<file path="config.mk">
export PLATFORM = sky130hd
export DESIGN_NAME = k_jump_min_cost_dp
export DESIGN_NICKNAME = d
export VERILOG_FILES = /design/src/rtl/kjd_pkg.sv /design/src/rtl/kjd_cell.sv /design/src/rtl/kjd_out_buf.sv /design/src/rtl/k_jump_min_cost_dp.sv
export SDC_FILE = /design/constraint.sdc
export NUM_CORES = 2
export LEC_CHECK = 0
export BUFFER_PORTS_ARGS = -buffer_cell sky130_fd_sc_hd__buf_2
export CORE_ASPECT_RATIO = 0.75
export CORE_UTILIZATION = 53
export CTS_BUF_LIST = sky130_fd_sc_hd__clkbuf_4
export DETAILED_ROUTE_END_ITERATION = 12
export PLACE_DENSITY = 0.7
export SYNTH_ARGS = -nofsm -noshare
export SYNTH_HDL_FRONTEND = slang
export SYNTH_SLANG_ARGS = --single-unit
</file>
<file path="constraint.sdc">
create_clock -name clk -period 37.8 [get_ports clk]
set_clock_uncertainty 0.05 [all_clocks]
set_input_delay 1.89 -clock clk [delete_from_list [all_inputs] [get_ports clk]]
set_output_delay 1.89 -clock clk [all_outputs]
set_load 0.05 [all_outputs]
</file>
<file path="src/rtl/kjd_pkg.sv">
package kjd_pkg;

  // Defaults for the top-level parameters
  localparam int WINDOW_MAX_DEF  = 8;
  localparam int HEIGHT_BITS_DEF = 16;

  // Cost path
  localparam int                COST_W   = 32;
  localparam logic [COST_W-1:0] COST_TOP = '1;

  // Register file
  localparam int                    MAX_JUMP_W   = 4;
  localparam logic [MAX_JUMP_W-1:0] MAX_JUMP_RST = 4'd1;
  localparam int                    PADDR_W      = 3;
  localparam int                    PDATA_W      = 32;
  localparam logic [PADDR_W-1:0]    REG_MAX_JUMP_ADDR = 3'd0;

  // One result beat
  typedef struct packed {
    logic [COST_W-1:0] min_cost;
    logic              is_last;
  } res_t;

endpackage

</file>
<file path="src/rtl/kjd_cell.sv">
module kjd_cell
  import kjd_pkg::*;
#(
  parameter int HEIGHT_BITS = HEIGHT_BITS_DEF,
  parameter int INDEX       = 0
) (
  input  logic                   clk,
  input  logic                   rst,
  input  logic                   shift,
  input  logic                   clear,
  input  logic                   left_valid,
  input  logic [HEIGHT_BITS-1:0] left_height,
  input  logic [COST_W-1:0]      left_cost,
  input  logic [HEIGHT_BITS-1:0] cur_height,
  input  logic [MAX_JUMP_W-1:0]  max_jump,
  output logic                   valid,
  output logic [HEIGHT_BITS-1:0] height,
  output logic [COST_W-1:0]      cost,
  output logic                   cand_en,
  output logic [COST_W-1:0]      cand_cost
);

  logic [HEIGHT_BITS-1:0] diff;
  logic [COST_W:0]        sum;

  // Valid bit: one more stone of the window per shift, all dropped at end of sequence
  always_ff @(posedge clk) begin
    if (rst) begin
      valid <= 1'b0;
    end else if (clear) begin
      valid <= 1'b0;
    end else if (shift) begin
      valid <= left_valid;
    end
  end

  always_ff @(posedge clk) begin
    if (shift) begin
      height <= left_height;
      cost   <= left_cost;
    end
  end

  // Jump distance is INDEX+1; max_jump of zero still allows the nearest stone
  assign cand_en = valid && ((INDEX == 0) || (32'(INDEX) < 32'(max_jump)));

  always_comb begin
    diff = (cur_height >= height) ? (cur_height - height) : (height - cur_height);
    sum  = {1'b0, cost} + (COST_W + 1)'(diff);
    if (!cand_en) begin
      cand_cost = COST_TOP;
    end else if (sum[COST_W]) begin
      cand_cost = COST_TOP;
    end else begin
      cand_cost = sum[COST_W-1:0];
    end
  end

endmodule

</file>
<file path="src/rtl/kjd_out_buf.sv">
module kjd_out_buf
  import kjd_pkg::*;
(
  input  logic clk,
  input  logic rst,
  input  logic push_valid,
  output logic push_ready,
  input  res_t push_data,
  output logic out_valid,
  input  logic out_ready,
  output res_t out_data
);

  logic skid_valid;
  res_t skid_data;
  logic out_fire;
  logic push_fire;

  assign push_ready = !skid_valid;
  assign out_fire   = out_valid && out_ready;
  assign push_fire  = push_valid && push_ready;

  always_ff @(posedge clk) begin
    if (rst) begin
      out_valid  <= 1'b0;
      skid_valid <= 1'b0;
    end else if (skid_valid) begin
      if (out_fire) begin
        skid_valid <= 1'b0;
      end
    end else if (push_fire) begin
      if (out_valid && !out_fire) begin
        skid_valid <= 1'b1;
      end else begin
        out_valid <= 1'b1;
      end
    end else if (out_fire) begin
      out_valid <= 1'b0;
    end
  end

  always_ff @(posedge clk) begin
    if (skid_valid) begin
      if (out_fire) begin
        out_data <= skid_data;
      end
    end else if (push_fire) begin
      if (out_valid && !out_fire) begin
        skid_data <= push_data;
      end else begin
        out_data <= push_data;
      end
    end
  end

  // A held skid beat always sits behind a presented beat
  a_skid_behind_out: assert property (@(posedge clk) disable iff (rst)
    skid_valid |-> out_valid)
    else $error("skid holds a beat with output empty");

endmodule

</file>
<file path="src/rtl/k_jump_min_cost_dp.sv">
// k_jump_min_cost_dp: streaming minimum-cost frog jump, jumps of 1..max_jump stones.
// Input channel (in_valid/in_ready): one beat per stone, height plus last_stone.
// Output channel (out_valid/out_ready): one beat per stone, min_cost and is_last.
// Each result is the least total cost to reach the stone from the first stone of its
// sequence; a jump costs the absolute height difference, sums saturate at all ones.
// Each result is registered in the output buffer on its way to the output.
// Throughput: one stone per cycle while in_ready is high. The cost of a stone feeds the very next stone,
// so the cell compare and the min tree are combinational.
// A two-entry output buffer keeps in_ready registered; with the receiver stalled
// one more stone is taken, then in_ready drops until a beat leaves.
// The stone flagged last_stone closes the sequence and empties the window.
// APB register at byte 0: max_jump (4 bits, reset 1); 0 acts as 1, values above the
// window depth act as the depth. Write it only while the block is idle.
// Reset (rst, synchronous): empties the window and the output buffer and sets
// max_jump to 1; no clearing pass, the block is ready the cycle after reset.
module k_jump_min_cost_dp
  import kjd_pkg::*;
#(
  parameter int WINDOW_MAX  = WINDOW_MAX_DEF,
  parameter int HEIGHT_BITS = HEIGHT_BITS_DEF
) (
  input  logic                   clk,
  input  logic                   rst,
  // stone input
  input  logic                   in_valid,
  output logic                   in_ready,
  input  logic [HEIGHT_BITS-1:0] height,
  input  logic                   last_stone,
  // result output
  output logic                   out_valid,
  input  logic                   out_ready,
  output logic [COST_W-1:0]      min_cost,
  output logic                   is_last,
  // register port
  input  logic                   psel,
  input  logic                   penable,
  input  logic                   pwrite,
  input  logic [PADDR_W-1:0]     paddr,
  input  logic [PDATA_W-1:0]     pwdata,
  output logic [PDATA_W-1:0]     prdata,
  output logic                   pready
);

  localparam int LEAVES = 1 << $clog2(WINDOW_MAX);

  logic [MAX_JUMP_W-1:0] max_jump;
  logic                  in_fire;
  logic                  clear;

  // Cell chain: cell 0 holds the newest stone
  logic                   vld  [WINDOW_MAX];
  logic [HEIGHT_BITS-1:0] hgt  [WINDOW_MAX];
  logic [COST_W-1:0]      cst  [WINDOW_MAX];
  logic [COST_W-1:0]      cand [WINDOW_MAX];
  logic [WINDOW_MAX-1:0]  en_vec;
  logic [WINDOW_MAX-1:0]  vld_vec;

  logic [COST_W-1:0] node [1:2*LEAVES-1];
  logic [COST_W-1:0] best;

  res_t res_in;
  res_t res_out;

  // Register port: pready tied high, no wait states
  assign pready = 1'b1;

  always_ff @(posedge clk) begin
    if (rst) begin
      max_jump <= MAX_JUMP_RST;
    end else if (psel && penable && pwrite && pready && (paddr == REG_MAX_JUMP_ADDR)) begin
      max_jump <= pwdata[MAX_JUMP_W-1:0];
    end
  end

  always_comb begin
    unique case (paddr)
      REG_MAX_JUMP_ADDR: prdata = PDATA_W'(max_jump);
      default:           prdata = '0;
    endcase
  end

  assign in_fire = in_valid && in_ready;
  assign clear   = in_fire && last_stone;

  for (genvar i = 0; i < WINDOW_MAX; i++) begin : g_cell
    logic                   l_valid;
    logic [HEIGHT_BITS-1:0] l_height;
    logic [COST_W-1:0]      l_cost;

    if (i == 0) begin : g_head
      assign l_valid  = 1'b1;
      assign l_height = height;
      assign l_cost   = best;
    end else begin : g_link
      assign l_valid  = vld[i-1];
      assign l_height = hgt[i-1];
      assign l_cost   = cst[i-1];
    end

    kjd_cell #(
      .HEIGHT_BITS (HEIGHT_BITS),
      .INDEX       (i)
    ) u_cell (
      .clk         (clk),
      .rst         (rst),
      .shift       (in_fire),
      .clear       (clear),
      .left_valid  (l_valid),
      .left_height (l_height),
      .left_cost   (l_cost),
      .cur_height  (height),
      .max_jump    (max_jump),
      .valid       (vld[i]),
      .height      (hgt[i]),
      .cost        (cst[i]),
      .cand_en     (en_vec[i]),
      .cand_cost   (cand[i])
    );

    assign vld_vec[i] = vld[i];
  end

  // Min tree over the cell candidates; pad leaves read as saturated
  for (genvar i = 0; i < LEAVES; i++) begin : g_leaf
    if (i < WINDOW_MAX) begin : g_used
      assign node[LEAVES+i] = cand[i];
    end else begin : g_pad
      assign node[LEAVES+i] = COST_TOP;
    end
  end

  for (genvar n = 1; n < LEAVES; n++) begin : g_node
    assign node[n] = (node[2*n] < node[2*n+1]) ? node[2*n] : node[2*n+1];
  end

  // No candidate at all: first stone of the sequence, cost zero
  assign best = (|en_vec) ? node[1] : '0;

  assign res_in.min_cost = best;
  assign res_in.is_last  = last_stone;

  kjd_out_buf u_out_buf (
    .clk        (clk),
    .rst        (rst),
    .push_valid (in_valid),
    .push_ready (in_ready),
    .push_data  (res_in),
    .out_valid  (out_valid),
    .out_ready  (out_ready),
    .out_data   (res_out)
  );

  assign min_cost = res_out.min_cost;
  assign is_last  = res_out.is_last;

  // Window occupancy fills from cell 0 with no holes
  a_window_contig: assert property (@(posedge clk) disable iff (rst)
    (vld_vec & (vld_vec + 1'b1)) == '0)
    else $error("window valid bits not contiguous");

  // The last stone empties the window
  a_clear_on_last: assert property (@(posedge clk) disable iff (rst)
    in_fire && last_stone |=> vld_vec == '0)
    else $error("window not cleared after last stone");

  // First stone of a sequence costs nothing
  a_first_zero: assert property (@(posedge clk) disable iff (rst)
    in_fire && !vld_vec[0] |-> best == '0)
    else $error("first stone cost not zero");

  // Reset brings max_jump back to its default
  a_reset_max_jump: assert property (@(posedge clk)
    rst |=> max_jump == MAX_JUMP_RST)
    else $error("max_jump not restored by reset");

endmodule
</file>
### Word level (Yosys, flattened, before mapping)

Index checks and enable logic that the tools add are counted.

* add/subtract/negate cells: 24
* multiply operators: 0
* divide/modulo/power cells: 0
* $lt $le $gt $ge: 22
* eq/ne operators: 3
* shift-type cells: 0
* multiplexer cells: 44
* bitwise gates (word level): 1
* reduce and logical (&&, ||, !) cells: 24

Operator list (number)
* 2-to-1 mux 32 bit: 24
* adder 32 x 16 -> 33 bit: 8
* subtractor 16 bit: 16
* less-than comparator 32 bit: 7
* 2-to-1 mux 33 bit: 4
* >= comparator 16 bit: 8
* 2-to-1 mux 16 bit: 8
* less-than comparator 3 x 4 -> 1 bit, first input constant: 4
* logical AND 1 bit: 14
* AND reduction 3 bit: 3
* less-than comparator 2 x 4 -> 1 bit, first input constant: 2
* OR reduction 8 bit: 1
* 2-to-1 mux 1 bit: 7
* less-than comparator 1 x 4 -> 1 bit, first input constant: 1
* 2-to-1 mux 4 bit: 1
* inequality test 2 bit, second input constant: 2
* nonzero test 2 bit: 2
* zero test 3 bit: 1
* zero test 1 bit: 2
* inequality test 2 x 1 -> 1 bit, second input constant: 1
* OR reduction 2 bit: 1
* NOT 1 bit: 1

* flip-flop bits (word level): 464
* bits in latches: 0
* RAM bits: 0
* bits in read-only memories: 0
* bits of input ports: 59
* word-level logic and storage cells: 149
* memories: 0

### Logic depth before layout (Yosys ltp)

* depth after elaboration: 15
* depth in mapped cells: 70
* mapped depth without buffers: 65

### Cells and area by module

Synthesis repeated with hierarchy kept, for this count alone.

* cells, all modules: 5332
* area total of the unflattened synthesis: 47420.5 um^2

By module, submodules not included
* k_jump_min_cost_dp: instances 1, cells an instance 1370, area each 9725.6 um^2
* kjd_cell (g_cell[3].u_cell): instances 1, cells an instance 510, area each 4591.9 um^2
* kjd_cell (g_cell[2].u_cell): instances 1, cells an instance 491, area each 4444.3 um^2
* kjd_cell (g_cell[1].u_cell): instances 1, cells an instance 481, area each 4419.2 um^2
* kjd_cell (g_cell[6].u_cell): instances 1, cells an instance 485, area each 4414.2 um^2
* kjd_cell (g_cell[0].u_cell): instances 1, cells an instance 474, area each 4359.2 um^2
* kjd_cell (g_cell[7].u_cell): instances 1, cells an instance 471, area each 4351.7 um^2
* kjd_cell (g_cell[5].u_cell): instances 1, cells an instance 467, area each 4329.2 um^2
* kjd_cell (g_cell[4].u_cell): instances 1, cells an instance 467, area each 4220.3 um^2
* kjd_out_buf: instances 1, cells an instance 116, area each 2565.0 um^2

### Least setup slack after synthesis

Ideal clock, no wire load.

* path kind: input port to flip-flop
* from: input port height[0]
* to: register u_out_buf.out_data[22] in the netlist's numbering, data pin
* setup time: 0.257 ns
* data arrival time: 15.591 ns
* required time: 37.493 ns
* setup slack: 21.902 ns
* cell stages on the path: 66
* path buffers: 7
* cells stage by stage: inv_1 ha_1 inv_1 fa_1 a21o_1 a21o_1 a21o_1 a21o_1 o21ai_0 a21oi_1 o21ai_0 nand3_1 a31o_2 a21oi_1 clkbuf_1 mux2i_1 xnor2_1 ha_1 [30 not listed] nor2_4 buf_2 mux2i_1 ha_1 a21o_1 a21o_1 a21o_1 a21o_1 a21o_1 a211oi_1 o21a_1 o21ai_0 a211o_1 o31ai_4 a41oi_4 buf_2 or2_1 a32o_1

* word-level cells in the longest chain between the ends: 15

Ends and longest elaborated chain
* from (decl): RTL line k_jump_min_cost_dp.sv:27 `input logic [HEIGHT_BITS-1:0] height,`
* subtractor 16 bit / >= comparator 16 bit (equally long branches): RTL line kjd_cell.sv:48 `diff = (cur_height >= height) ? (cur_height - height) : (height - cur_height);`
* 2-to-1 mux 16 bit: RTL line kjd_cell.sv:48
* adder 32 x 16 -> 33 bit: RTL line kjd_cell.sv:49 `sum = {1'b0, cost} + (COST_W + 1)'(diff);`
* 2-to-1 mux 32 bit: RTL line kjd_cell.sv:52 `end else if (sum[COST_W]) begin`
* 2-to-1 mux 32 bit: RTL line kjd_cell.sv:50 `if (!cand_en) begin`
* less-than comparator 32 bit: RTL line k_jump_min_cost_dp.sv:133 `assign node[n] = (node[2*n] < node[2*n+1]) ? node[2*n] : node[2*n+1];`
* 2-to-1 mux 32 bit: RTL line k_jump_min_cost_dp.sv:133
* less-than comparator 32 bit: RTL line k_jump_min_cost_dp.sv:133
* 2-to-1 mux 32 bit: RTL line k_jump_min_cost_dp.sv:133
* less-than comparator 32 bit: RTL line k_jump_min_cost_dp.sv:133
* 2-to-1 mux 32 bit *: RTL line k_jump_min_cost_dp.sv:133
* 2-to-1 mux 32 bit *: RTL line k_jump_min_cost_dp.sv:137 `assign best = (|en_vec) ? node[1] : '0;`
* 2-to-1 mux 33 bit *: RTL line kjd_out_buf.sv:48 `if (out_valid && !out_fire) begin`
* 2-to-1 mux 33 bit *: RTL line kjd_out_buf.sv:47 `end else if (push_fire) begin`
* 2-to-1 mux 33 bit *: RTL line kjd_out_buf.sv:43 `if (skid_valid) begin`
* to (signal assigned): RTL line kjd_out_buf.sv:45 `out_data <= skid_data;`
* to (signal assigned): RTL line kjd_out_buf.sv:51 `out_data <= push_data;`
* to (decl): RTL line kjd_out_buf.sv:11 `output res_t out_data`

Mark *: on every way between the ends. The rest lies on a longest branch, timed or not. The select of a mux whose other input is x is not followed.
A chain may end at the register's enable or synchronous reset.

### Final worst setup path

* from: input port height[0]
* to: register u_out_buf.out_data[17] in the netlist's numbering, data pin

Same word-level chain as after synthesis.

==> metrics <==
Routed WL 130000 um; R2R Path Start g_cell[7].u_cell.height[0]$_DFFE_PP_; Worst Tran Pin Value between 1 and 1.5 ns; status finished, final reports clean; clock latency on the worst-skew pair 0.99 ns; MaxCap Viol Count 0; Seq/Total Area, Yosys 31.1%; main area contributors after synthesis edfxtp_1, ha_1, a21oi_1; fillcell total 7432; count of flip-flops with a built-in enable after synthesis 450; Pint 1.16 mW; CTS tree yes; vias in the first global route 33803; post-route ant nets 0; cts hold-fix bufs 0; clock group share of total power between 20% and 30%; clk sinks around 460; CP bufs+invs 8; worst hold stages 0; top cells by count, synth ha_1, edfxtp_1, inv_1, nor2_1, a21oi_1; min Tclk post-route approximately 18 ns; Remaining Overflow, GRT 0; Hold Crit Class register to register; Gate power share 43.4%; per-cell routed wire length approximately 21 um; Fin. Hold Viols 0; post-DP HPWL around 100000 um; vias around 37000; CP top delay family compound AO/OA/AOI/OAI gates; RSZ-0062 raised after global routing false; CTS H-tree depth 3; GRT Overall Usage about 30%; die height ~250 um; CP Data Arrival Time roughly 19 ns; largest net degree at the start of global routing roughly 130; Root Buffer clkbuf_4; synth unique cells between 90 and 100; Slew headroom a little under a quarter; die area between 80000 and 90000 um^2; WP data required between 30 and 40 ns; fraction of layout cells with a size suffix above 1 under 10%; Worst path max stage delay ~0.75 ns; area share of the leading cell type in the synthesized netlist 30.4%; worst reg2reg path endpoint u_out_buf.out_data[17]$_DFFE_PP_; global-route wire length before repair a little under 200000 um; Sw Ratio 40.1%; final worst slack roughly 20 ns; setup bufs post-CTS 0; DR vias/cell between 6 and 7; most used flip-flop cell after synthesis edfxtp_1; DIE WIDTH ~340 um; Core Rows between 90 and 100; First-pass DRT Iterations 6; hold_sp g_cell[5].u_cell.cost[13]$_DFFE_PP_; Port Buffers 69; top-count cell post-synth ha_1; Min Hold Slack between 0.3 and 0.4 ns; synth-to-layout area growth 6.58%; CP max FO 36; sequential power share about a third; pwr dens slightly above 40 nW/um^2; Setup WS pre-CTS between 15 and 20 ns; Slew Viols, Final 0; setup_tns 0 ns; initial drt markers ~3400; NetSw approximately 0.78 mW; Hold Path End g_cell[6].u_cell.cost[13]$_DFFE_PP_; r2r setup slk 20.89 ns; leakage power of the design between 20 and 25 nW; initial antenna violation count 2; GPL Wtd Cong between 0.9 and 1; Syn Inst Count around 4900; DRC 0; crit-path most repeated cell a21o_1; I/O pin count around 130; crit path capture type register; max frequency roughly 55 MHz; register area about 14000 um^2; total power slightly below 2 mW; Reg clk slew, reported paths approximately 0.07 ns; Core Box Area just over 80000 um^2; CTS resizes 0; initial core utilization ~54%; endpoints failing setup 0; period utilisation layout 47.8%; ys async rst share 0%; area occupied by multi-input gates 28300 um^2; Yosys reg bits approximately 460; Slowest-stage cell, CP a41oi_1; # nets final approximately 5700; Max Root-Sink Buffers 3; Max VDD drop between 0.03 and 0.04 mV; Inserted Clock Buffers 119; crit start category input port; Crit Path Category input port to register; average cell area after synthesis 9.03 um^2; synthesized cell area around 44000 um^2; FF-to-FF path depth around 60; cell taking the most area after synthesis edfxtp_1; synth warn 0
[cell usage in the layout, fill, tap and decap left out, types with 89 or more instances in the layout]
master,Yosys,final
mux2i_1,159,159
nand3_1,104,104
o21ai_0,221,220
a21oi_1,390,387
edfxtp_1,450,450
xnor2_1,202,202
nor2_1,403,403
xor2_1,126,126
a21o_1,209,209
inv_1,438,437
nand4_1,89,89
ha_1,586,586
nand2_1,346,346
clkbuf_4,0,163
[final cells by class]
class                   count  share of cell area (%)
repair buffers            106                    1.32
diodes                      4                  0.0211
well taps                1116                    2.95
clock inverters            49                   0.708
inverters                 440                    3.51
multi-input cells        3854                    59.8
flip-flops and latches    464                    29.1
clock buffers             163                    2.59
[power groups by stage]
| stage | logic, mW | clock network [mW] | registers, mW |
|---|---|---|---|
| 2_1_floorplan | 0.618 | 0 | 0.663 |
| 3_3_place_gp | 0.820 | 0 | 0.655 |
| 3_5_place_dp | 0.828 | 0 | 0.657 |
| 4_1_cts | 0.833 | 0.466 | 0.645 |
| 5_1_grt | 0.917 | 0.491 | 0.650 |
| 6_report | 0.844 | 0.455 | 0.647 |
[through the flow]
step	utilization, %	cell area (um^2)	cells
global placement	55.4	45800	5980
floorplan	-	44500	4943
detailed placement	55.4	45800	5980
CTS	57.3	47300	6192
global route	57.3	47300	6194
finish	57.3	47300	6196
[registers in the layout (all words and copies together) (netlist names)]
name                   cells
u_out_buf.skid_valid       1
u_out_buf.skid_data       33
g_cell.u_cell.cand_en      1
u_out_buf.out_valid        1
g_cell.u_cell.valid        7
max_jump                   4
g_cell.u_cell.cost       256
u_out_buf.out_data        33
g_cell.u_cell.height     128
[worst max path at each step]
stage	from	end	slack (ns)	depth (start not counted)
after detailed placement	height[0]	u_out_buf.out_data[15]$_DFFE_PP_	19.09	65
after global routing	height[0]	g_cell[0].u_cell.cost[22]$_DFFE_PP_	18.80	65
after CTS	height[0]	u_out_buf.out_data[18]$_DFFE_PP_	20.10	65
after floorplan	height[0]	u_out_buf.out_data[22]$_DFFE_PP_	21.90	66
final	height[0]	u_out_buf.out_data[17]$_DFFE_PP_	19.72	65
after global placement	height[0]	u_out_buf.out_data[15]$_DFFE_PP_	19.19	65
[per-layer routing]
metal | vias up | routed length, um | global-route usage [%]
met4 | 0 | 4380 | 10.8
met1 | 17584 | 62200 | 46.0
li1 | 18053 | - | -
met3 | 191 | 11200 | 4.76
met2 | 1436 | 51900 | 41.7
met5 | - | 0 | 0
[cells by family after synthesis]
kind of cell               after synthesis  share of synthesized area (%)
AOI/OAI and AO/OA                     1311                           19.4
xor gates and xnor gates               328                           6.47
adders and majority gates              610                           17.6
buffers and inverters                  625                           5.62
DFF                                    464                           31.1
muxes                                  218                           5.09
other                                    2                         0.0169
and+or+nand+nor                       1358                           14.7
No activity file was read; power rests on OpenSTA's default activity.
